$ cat src/rtl/bas_div.sv
// Restoring unsigned divider, one quotient bit per cycle.
module bas_div #(
    parameter int NUM_W = 37,
    parameter int DEN_W = 32
) (
    input  logic             aclk,
    input  logic             aresetn,
    input  logic             start,
    input  logic [NUM_W-1:0] dividend,
    input  logic [DEN_W-1:0] divisor,
    output logic             done,
    output logic [NUM_W-1:0] quotient
);

    localparam int CW = $clog2(NUM_W + 1);

    logic             busy_reg;
    logic             done_reg;
    logic [CW-1:0]    cnt_reg;
    logic [DEN_W-1:0] rem_reg;
    logic [DEN_W-1:0] den_reg;
    logic [NUM_W-1:0] quo_reg;
    logic [DEN_W:0]   trial;
    logic [DEN_W:0]   diff;
    logic             fits;

    assign trial = {rem_reg, quo_reg[NUM_W-1]};
    assign diff  = trial - {1'b0, den_reg};
    assign fits  = (trial >= {1'b0, den_reg});

    always_ff @(posedge aclk) begin
        if (!aresetn) begin
            busy_reg <= 1'b0;
            done_reg <= 1'b0;
        end else begin
            done_reg <= 1'b0;
            if (start) begin
                busy_reg <= 1'b1;
                cnt_reg  <= CW'(NUM_W);
                rem_reg  <= '0;
                quo_reg  <= dividend;
                den_reg  <= divisor;
            end else if (busy_reg) begin
                rem_reg <= fits ? diff[DEN_W-1:0] : trial[DEN_W-1:0];
                quo_reg <= {quo_reg[NUM_W-2:0], fits};
                cnt_reg <= cnt_reg - CW'(1);
                if (cnt_reg == CW'(1)) begin
                    busy_reg <= 1'b0;
                    done_reg <= 1'b1;
                end
            end
        end
    end

    assign done     = done_reg;
    assign quotient = quo_reg;

endmodule

$ cat config.mk
export PLATFORM = sky130hd
export DESIGN_NAME = bas_div
export DESIGN_NICKNAME = d
export VERILOG_FILES = /design/src/rtl/bas_div.sv
export SDC_FILE = /design/constraint.sdc
export NUM_CORES = 1
export LEC_CHECK = 0
export ABC_AREA = 1
export ABC_CLOCK_PERIOD_IN_PS = 3660
export BUFFER_PORTS_ARGS = -buffer_cell sky130_fd_sc_hd__buf_2
export CELL_PAD_IN_SITES_DETAIL_PLACEMENT = 1
export CELL_PAD_IN_SITES_GLOBAL_PLACEMENT = 2
export CORE_MARGIN = 2
export CORE_UTILIZATION = 33
export CTS_CLUSTER_DIAMETER = 100
export DETAILED_ROUTE_END_ITERATION = 8
export GPL_TIMING_DRIVEN = 1
export HOLD_SLACK_MARGIN = 0.06
export PLACE_DENSITY_LB_ADDON = 0.3
export REMOVE_ABC_BUFFERS = 1
export SETUP_SLACK_MARGIN = 0.02
export SYNTH_ARGS = -nofsm -noshare
export SYNTH_HDL_FRONTEND = slang
export SYNTH_SLANG_ARGS = --single-unit
$ cat constraint.sdc
create_clock -name aclk -period 3.66 [get_ports aclk]
set_input_delay 0.732 -clock aclk [delete_from_list [all_inputs] [get_ports aclk]]
set_output_delay 0.732 -clock aclk [all_outputs]
set_load 0.02 [all_outputs]
==> results of run 1 <==
[worst max-delay path, cell delays in order (launching register included)]
cell	delay [ns]
edfxtp_1	0.40
ha_1	0.38
nand2_1	0.09
nand2_1	0.10
nand2_1	0.08
nand2_1	0.06
inv_1	0.07
nand3_2	0.15
nand2_1	0.12
nand2_1	0.11
nand2_4	0.32
nand2_8	0.20
inv_4	0.30
o21ai_1	0.10
[Yosys cell counts, drive strengths merged (8+ instances only)]
| cell | number | area (um2) |
|---|---|---|
| a21oi | 22 | 110 |
| and2 | 9 | 56.3 |
| buf | 12 | 76.3 |
| clkbuf | 8 | 30.0 |
| edfxtp | 107 | 3210 |
| ha | 34 | 425 |
| inv | 174 | 656 |
| nand2 | 417 | 1590 |
| nand3 | 33 | 170 |
| nand3b | 23 | 173 |
| nor2 | 117 | 465 |
| xor2 | 14 | 123 |
[how the worst max path moves through the flow]
stage,slack (ns),end,cells past startpoint,start
floorplan,0.81,cnt_reg[0]$_SDFFCE_PP1P_,2,aresetn
global placement,0.88,quotient[0]$_DFFE_PP_,13,rem_reg[5]$_SDFFCE_PP0P_
detailed placement,0.86,quotient[0]$_DFFE_PP_,12,rem_reg[26]$_SDFFCE_PP0P_
CTS,0.84,rem_reg[26]$_SDFFCE_PP0P_,13,rem_reg[26]$_SDFFCE_PP0P_
global route,0.61,rem_reg[28]$_SDFFCE_PP0P_,14,rem_reg[5]$_SDFFCE_PP0P_
finish,0.88,quotient[0]$_DFFE_PP_,13,rem_reg[5]$_SDFFCE_PP0P_
[cell families after synthesis]
group | after synthesis | synth area share [%]
simple gates | 612 | 34.9
fa+ha+maj | 35 | 6.11
buf+inv | 197 | 10.6
xor+xnor | 15 | 1.80
flops | 109 | 44.6
compound gates | 28 | 1.99
[report_power, final]
part	leakage [nW]	internal [mW]	switching, mW
logic	3.24	0.438	0.884
clock network	0.153	0.494	0.565
registers	1.05	1.54	0.0585
total	4.45	2.47	1.51
[cells in the final DEF (no fill, tap or decap), drive strengths merged]
master / instances
o21ai: 4
edfxtp: 107
a21oi: 22
and3: 1
o21a: 1
clkinv: 5
fa: 1
nor3: 4
dfxtp: 2
buf: 114
xor2: 14
or2: 2
clkbuf: 9
nor2: 117
xnor2: 1
nand3: 33
ha: 34
nand4: 6
nand2: 417
nand3b: 23
and2: 9
inv: 179
o21bai: 1
[cell type report]
class | instances | area [um2] | share of cell area (%)
inverter | 177 | 667 | 7.88
clock inverter | 7 | 82.6 | 0.976
tap | 280 | 350 | 4.14
sequential | 109 | 3250 | 38.5
multi-input combinational | 690 | 3270 | 38.7
timing repair buffer | 114 | 608 | 7.19
clock buffer | 9 | 225 | 2.66
[per-layer routing]
metal	GRT usage (%)	part of all wire, %	vias up
met2	32.2	47	108
met3	4.98	4.9	12
met5	0	0	-
met4	3.26	0.90	0
met1	24.2	47	2907
li1	-	-	3271
==> results.txt, run 1 <==
total track usage = 18.8%
Final Worst Setup Slack = 0.876 ns
io pins = 110
Post-Route WL = 21200 um
Max Cap Violations = 0
# rows = 54
P per Cell Area = 470 nW/um2
Initial Utilization = 33.5%
Final Cycle Share = 76.1%
H-tree Lvls = 3
final hold viol count = 0
reg-to-reg startpoint = rem_reg[5]$_SDFFCE_PP0P_
max reg flops = 37
CTS resizes = 0
clock skew after layout = 0.0161 ns
largest net degree at the start of global routing = 55
measured slew at the worst slew-check pin = 0.709 ns
total power = 3.98 mW
sequential-to-total area share from yosys stat = 44.6%
Critical Path Sink Type = flop
final RePlAce weighted congestion = 0.861
RSZ-0062 raised after global routing = false
CTS Buf Count = 9
DR DRC count = 0
crit start category = flop
Root Driver = clkbuf_16
FILL cells = 2785
hold path depth = 1
ys async rst share = 0%
share of cells above drive strength 1 = 13.5%
#FFs+latches synth = 109
hold_buf cts = 0
synth unique cells = 36
postcts setup bufs = 0
DRT Pass-1 Iters = 4
DR vias = 6298
Reg2Reg Depth = 13
Non-Filler Instances = 1386
Max clock buf depth = 2
hold path endpoint = den_reg[30]$_DFFE_PP_
number of clock sinks = 109
hold_ws = 0.523 ns
Via density = 4.54
vias in the first global route = 6688
status = complete, no violations
antenna viol nets, final = 0
placed insts = 1370
CORE AREA = 21800 um2
Setup Viol. Count Final = 0
CTS tree = yes
Synth Area per Inst = 7.32 um2
WP data required = 3.77 ns
Post-synth EDFFs = 107
Total Neg Setup Slack = 0 ns
die height = 153 um
type of the worst setup path = reg -> reg
first-pass GRT wire length = 34900 um
PortBufs = 109
Detailed Place HPWL = 16400 um
Final Net Count = 1208
Primary FF master, synth = edfxtp_1
maximum VDD drop = 302 uV
Hold Crit Class = in -> reg
die width = 153 um
initial antenna violation count = 0
leak pwr = 4.45 nW
Reg clk slew, reported paths = 0.09 ns
Finished Core Util = 38.9%
Achievable Freq = 359 MHz
HP Start = divisor[30]
final instance area = 8460 um2
antenna cells = 0
grt total ovfl = 0
DP Area = 8150 um2
fin. max-slew vios = 0
r2r setup slk = 0.88 ns
post-place setup slack = 0.857 ns
synthesized area = 7290 um2
clock latency on the worst-skew pair = 0.38 ns
Min Clock Period, post-route = 2.78 ns
Post-Syn Instances = 996
die area = 23300 um2
Area growth syn-to-layout = 16.0%
Synth warnings = 0
R2R Path End = quotient[0]$_DFFE_PP_
CP Max Fanout = 25
Routed WL per cell = 15.3 um
DRT iter0 DRCs = 287
critical path arrival = 2.89 ns
Max-slew headroom = 52.7%
(Power assumes the default switching activity.)
==> run 2, diff against run 1 <==
--- a/config.mk
+++ b/config.mk
@@ -5,13 +5,13 @@
 export SDC_FILE = /design/constraint.sdc
 export NUM_CORES = 1
 export LEC_CHECK = 0
-export ABC_AREA = 1
-export ABC_CLOCK_PERIOD_IN_PS = 3660
+export ABC_AREA = 0
+export ABC_CLOCK_PERIOD_IN_PS = 2860
 export BUFFER_PORTS_ARGS = -buffer_cell sky130_fd_sc_hd__buf_2
 export CELL_PAD_IN_SITES_DETAIL_PLACEMENT = 1
 export CELL_PAD_IN_SITES_GLOBAL_PLACEMENT = 2
 export CORE_MARGIN = 2
-export CORE_UTILIZATION = 33
+export CORE_UTILIZATION = 37
 export CTS_CLUSTER_DIAMETER = 100
 export DETAILED_ROUTE_END_ITERATION = 8
 export GPL_TIMING_DRIVEN = 1
==> constraint.sdc (replaced) <==
create_clock -name aclk -period 2.86 [get_ports aclk]
set_input_delay 0.572 -clock aclk [delete_from_list [all_inputs] [get_ports aclk]]
set_output_delay 0.572 -clock aclk [all_outputs]
set_load 0.02 [all_outputs]
==> run 2 against run 1 <==
Largest power group unchanged. Hold slack worse by 0.15 ns. Power is 24% higher. First-iteration DRC count is 41% lower. Synthesized area is 11% lower. Maximum frequency is 2.5% lower. Clock skew is 0.0050 ns lower. Final cell count is 29% lower. Clock power is 22% higher. Highest routed layer unchanged.
==> results.txt, run 2 <==
antenna viol nets, final = 0
WP data required = 2.98 ns
io pins = 110
Detailed Place HPWL = 12600 um
RSZ-0062 raised after global routing = true
reg-to-reg startpoint = rem_reg[1]$_SDFFCE_PP0P_
sequential-to-total area share from yosys stat = 50.3%
switch share = 32.5%
Total Neg Setup Slack = 0 ns
top cells by area, synth = edfxtp_1 50%, mux2_2 6.6%, ha_1 6.6%
share of cells above drive strength 1 = 39.6%
FILL cells = 1910
most common cell in the synthesized netlist = edfxtp_1
die width = 136 um
DRT Pass-1 Iters = 4
placed insts = 949
Comb power frac = 33.3%
Synth warnings = 0
number of clock sinks = 109
Reg clk slew, reported paths = 0.08 ns
Clk network pwr share = 26.2%
most common cell after layout, fill and taps aside = buf_2
Non-Filler Instances = 983
hold_buf cts = 0
CTS tree = yes
PortBufs = 109
Area growth syn-to-layout = 30.6%
HP Start = divisor[17]
Initial Utilization = 37.6%
largest net degree at the start of global routing = 51
hold path endpoint = den_reg[17]$_DFFE_PP_
Synth top area share = 49.7%
synthesized area = 6460 um2
vias in the first global route = 5389
CP max stage delay = 0.50 ns
crit start category = flop
total track usage = 18.8%
Reg2Reg Depth = 10
Synth Area per Inst = 11.1 um2
antenna cells = 0
#FFs+latches synth = 109
grt total ovfl = 0
type of the worst setup path = reg -> reg
Routed WL per cell = 18.2 um
first-pass GRT wire length = 27400 um
DR vias = 5165
P per Cell Area = 582 nW/um2
final hold viol count = 0
Pint = 3.32 mW
Reg power frac = 40.4%
measured slew at the worst slew-check pin = 0.626 ns
Via density = 5.25
DP Area = 7650 um2
post-place setup slack = -0.155 ns
maximum VDD drop = 339 uV
die height = 136 um
leak pwr = 3.51 nW
ys async rst share = 0%
Post-Route WL = 17900 um
Post-Syn Instances = 582
Max Cap Violations = 0
Buf/Inv on CP = 2
hold path depth = 1
final instance area = 8440 um2
initial antenna violation count = 0
R2R Path End = quotient[0]$_DFFE_PP_
clock latency on the worst-skew pair = 0.37 ns
DRT iter0 DRCs = 170
final RePlAce weighted congestion = 0.833
CP Max Fanout = 8
Max clock buf depth = 2
H-tree Lvls = 3
cell family with most CP delay = compound AO/OA/AOI/OAI gates
die area = 18500 um2
Critical Path Sink Type = flop
NetSw = 1.60 mW
# rows = 48
clock skew after layout = 0.0110 ns
Final Net Count = 860
Final Cycle Share = 99.8%
Finished Core Util = 49.1%
Hold Crit Class = in -> reg
fin. max-slew vios = 0
Achievable Freq = 350 MHz
CORE AREA = 17200 um2
Root Driver = clkbuf_16
Setup Viol. Count Final = 0
Post-synth EDFFs = 107
Primary FF master, synth = edfxtp_1
Final Worst Setup Slack = 0.00530 ns
r2r setup slk = 0.005 ns
Min Clock Period, post-route = 2.85 ns
synth unique cells = 58
max reg flops = 37
CP Cell Sequence = ha_1, nor2_1, a211o_1, a31oi_1, buf_4, o41ai_4, o21ai_2, a311o_2, clkbuf_16, mux2_2
critical path arrival = 2.97 ns
total power = 4.91 mW
Max-slew headroom = 58.3%
DR DRC count = 0
leading area contributor after synthesis = edfxtp_1
hold_ws = 0.373 ns
most frequent cells in the layout = 109 x buf_2, 107 x edfxtp_1, 70 x buf_4
most frequent cells after synthesis = 107 x edfxtp_1, 52 x nor2_1, 41 x inv_1
slowest CP cell = a311o_2
status = complete, no violations
CTS Buf Count = 9
[run 2: worst max path at each step]
stage / to / startpoint / slack [ns] / depth (start not counted)
floorplan: rem_reg[0]$_SDFFCE_PP0P_ / quotient[36]$_DFFE_PP_ / -0.55 / 10
global placement: rem_reg[30]$_SDFFCE_PP0P_ / quotient[36]$_DFFE_PP_ / -0.07 / 11
detailed placement: rem_reg[30]$_SDFFCE_PP0P_ / rem_reg[12]$_SDFFCE_PP0P_ / -0.16 / 9
CTS: rem_reg[30]$_SDFFCE_PP0P_ / rem_reg[12]$_SDFFCE_PP0P_ / 0.006 / 9
global route: rem_reg[7]$_SDFFCE_PP0P_ / rem_reg[20]$_SDFFCE_PP0P_ / -0.07 / 10
finish: quotient[0]$_DFFE_PP_ / rem_reg[1]$_SDFFCE_PP0P_ / 0.005 / 10
[run 2: per-layer routing]
layer | global-route usage, % | wire length, um
met1 | 24.7 | 8160
met2 | 31.5 | 8670
met3 | 5.41 | 873
met4 | 3.13 | 193
met5 | 0 | 0
[run 2: layout make-up]
type,count,area (um2),share of cell area [%]
Multi-Input combinational cell,406,3270,38.7
Clock inverter,6,60.1,0.711
Timing Repair Buffer,186,1190,14.2
Tap cell,225,282,3.33
Sequential cell,109,3250,38.5
Clock buffer,10,229,2.71
Inverter,41,154,1.82
[run 2: power groups by stage]
| stage | clock network, mW | logic (mW) | registers (mW) |
|---|---|---|---|
| detailed placement | 0 | 1.40 | 2.01 |
| global route | 1.38 | 1.78 | 2.00 |
| floorplan | 0 | 0.831 | 2.05 |
| finish | 1.29 | 1.64 | 1.99 |
| CTS | 1.34 | 1.42 | 1.98 |
| global placement | 0 | 1.36 | 2.01 |
[run 2: kinds of logic after synthesis]
family                     count (synthesis)  synth area share, %
AOI/OAI and AO/OA                        129                 13.4
adders and majority gates                 35                 6.89
buffers and inverters                     67                 4.22
DFF                                      109                 50.3
and+or+nand+nor                          161                 12.3
muxes                                     59                 9.87
xor gates and xnor gates                  22                 2.98
[run 2: worst reg2reg max path, delay by kind of cell (launching register included)]
kind | cells | cell delay (ns)
adders and majority gates | 1 | 0.32
buffers and inverters | 2 | 0.37
and+or+nand+nor | 1 | 0.10
AOI/OAI and AO/OA | 5 | 1.13
muxes | 1 | 0.27
DFF | 1 | 0.41
[run 2: repair_timing]
action                                  in CTS  in global routing
gates cloned                                 0                  3
setup buffers                                0                 15
gates resized for setup                      8                 59
endpoints found under the setup margin      11                 33
pin swaps                                    1                 27
hold endpoints to repair                     0                  0
==> run 3, diff against run 2 <==
==> constraint.sdc (replaced) <==
create_clock -name aclk -period 2.86 [get_ports aclk]
set_input_delay 0.858 -clock aclk [delete_from_list [all_inputs] [get_ports aclk]]
set_output_delay 0.858 -clock aclk [all_outputs]
set_load 0.02 [all_outputs]
==> run 3 against run 2 <==
Critical path depth is the same. Hold slack gained 0.13 ns. Maximum frequency grew 2.2%. Core utilization grew 0.78 points. Sequential cell count is the same. Setup slack gained 0.061 ns. Largest cell class unchanged.
==> results.txt, run 3 (synthesized netlist as in run 2, its figures left out) <==
status = complete, no violations
Final Cycle Share = 97.7%
antenna cells = 0
switch share = 32.2%
CP Max Fanout = 5
Initial Utilization = 37.6%
CORE AREA = 17200 um2
WP data required = 2.98 ns
clock latency on the worst-skew pair = 0.37 ns
Post-Route WL = 17900 um
Comb power frac = 33.9%
placed insts = 948
type of the worst setup path = reg -> reg
critical path arrival = 2.92 ns
Min Clock Period, post-route = 2.79 ns
clock skew after layout = 0.0121 ns
CTS tree = yes
total power = 4.94 mW
max reg flops = 37
vias in the first global route = 5486
most frequent cells in the layout = 109 x buf_2, 107 x edfxtp_1, 73 x buf_4
FILL cells = 1909
DR vias = 5129
Non-Filler Instances = 989
hold_ws = 0.503 ns
final hold viol count = 0
Reg clk slew, reported paths = 0.08 ns
DP Area = 7650 um2
fin. max-slew vios = 0
Reg power frac = 40.3%
met2 Use GR = 34.3%
r2r setup slk = 0.07 ns
initial antenna violation count = 0
DRT iter0 DRCs = 246
Max Cap Violations = 0
crit path from = rem_reg[1]$_SDFFCE_PP0P_
PortBufs = 109
die area = 18500 um2
Buf/Inv on CP = 2
die width = 136 um
CP Cell Sequence = ha_4, nor2_1, a211o_1, a31oi_4, o41ai_4, o21ai_2, a311o_2, buf_12, buf_6, mux2_2
cell family with most CP delay = compound AO/OA/AOI/OAI gates
Via density = 5.19
Crit. path cell count = 10
share of cells above drive strength 1 = 40.4%
Reg2Reg Depth = 10
Max clock buf depth = 2
maximum VDD drop = 302 uV
DRT Pass-1 Iters = 4
leak pwr = 3.57 nW
io pins = 110
Final Worst Setup Slack = 0.0664 ns
global route hottest layer = met2
Final Net Count = 867
M1 GR Usage = 25.1%
Clk network pwr share = 25.9%
GR Layer Usage met3 = 5.00%
grt total ovfl = 0
H-tree Lvls = 3
Achievable Freq = 358 MHz
final RePlAce weighted congestion = 0.839
measured slew at the worst slew-check pin = 0.549 ns
Routed WL per cell = 18.1 um
crit start category = flop
largest net degree at the start of global routing = 50
Root Driver = clkbuf_16
die height = 136 um
number of clock sinks = 109
RSZ-0062 raised after global routing = true
slowest CP cell = edfxtp_1
Finished Core Util = 49.9%
R2R Path End = quotient[0]$_DFFE_PP_
total track usage = 19.8%
Total Neg Setup Slack = 0 ns
# rows = 48
Detailed Place HPWL = 12500 um
Area growth syn-to-layout = 32.7%
final instance area = 8580 um2
DR DRC count = 0
crit path to = quotient[0]$_DFFE_PP_
Pint = 3.35 mW
Critical Path Sink Type = flop
antenna viol nets, final = 0
Hold Crit Class = reg -> reg
P per Cell Area = 576 nW/um2
CP max stage delay = 0.45 ns
reg-to-reg startpoint = rem_reg[1]$_SDFFCE_PP0P_
CTS Buf Count = 9
NetSw = 1.59 mW
first-pass GRT wire length = 28500 um
most common cell after layout, fill and taps aside = buf_2
Max-slew headroom = 63.4%
Setup Viol. Count Final = 0
post-place setup slack = -0.222 ns
[run 3: changes by cell type in the layout (fill, tap and decap cells not counted), moves of 3 or more]
cell	delta
buf_4	+3
ha_4	+3
mux2i_1	+3
inv_1	-4
inv_2	+4
ha_2	-3
buf_12	+3
[run 3: area by class of cell]
type	count	area [um2]	area share, %
clock inverters	6	65.1	0.759
clock buffers	9	225	2.63
multi-input cells	406	3290	38.4
flip-flops and latches	109	3250	37.9
well taps	225	282	3.28
inverters	41	154	1.79
repair buffers	193	1310	15.2
[run 3: timing repair]
action                                  in CTS  in global routing
endpoints found under the setup margin      28                 33
gates cloned                                 2                  1
pin swaps                                    9                 38
setup buffers                                7                 18
resized for setup                           28                 44
hold buffers                                 0                  0
[run 3: power groups by stage]
stage	clock network [mW]	logic [mW]	registers, mW
finish	1.28	1.67	1.99
global placement	0	1.36	2.01
detailed placement	0	1.40	2.02
global route	1.38	1.83	2.00
CTS	1.32	1.53	1.99
floorplan	0	0.831	2.05
[run 3: worst min-delay path by stage]
stage	from	to	slack, ns	depth (start not counted)
finish	busy_reg$_SDFF_PN0_	done$_SDFF_PP0_	0.50	2
global route	busy_reg$_SDFF_PN0_	done$_SDFF_PP0_	0.53	2
CTS	busy_reg$_SDFF_PN0_	done$_SDFF_PP0_	0.51	2
detailed placement	busy_reg$_SDFF_PN0_	done$_SDFF_PP0_	0.48	2
global placement	busy_reg$_SDFF_PN0_	done$_SDFF_PP0_	0.47	2
floorplan	busy_reg$_SDFF_PN0_	done$_SDFF_PP0_	0.41	2
[run 3: metal layers]
| metal | share of wire (%) | wire length (um) |
|---|---|---|
| met5 | 0 | 0 |
| met4 | 0.67 | 119 |
| met3 | 4.4 | 779 |
| met2 | 50 | 8890 |
| met1 | 45 | 8090 |
[run 3: worst reg2reg max path, stage by stage (launching register included)]
cell      delay [ns]
edfxtp_1        0.45
ha_4            0.21
nor2_1          0.11
a211o_1         0.22
a31oi_4         0.14
o41ai_4         0.35
o21ai_2         0.13
a311o_2         0.41
buf_12          0.15
buf_6           0.13
mux2_2          0.25
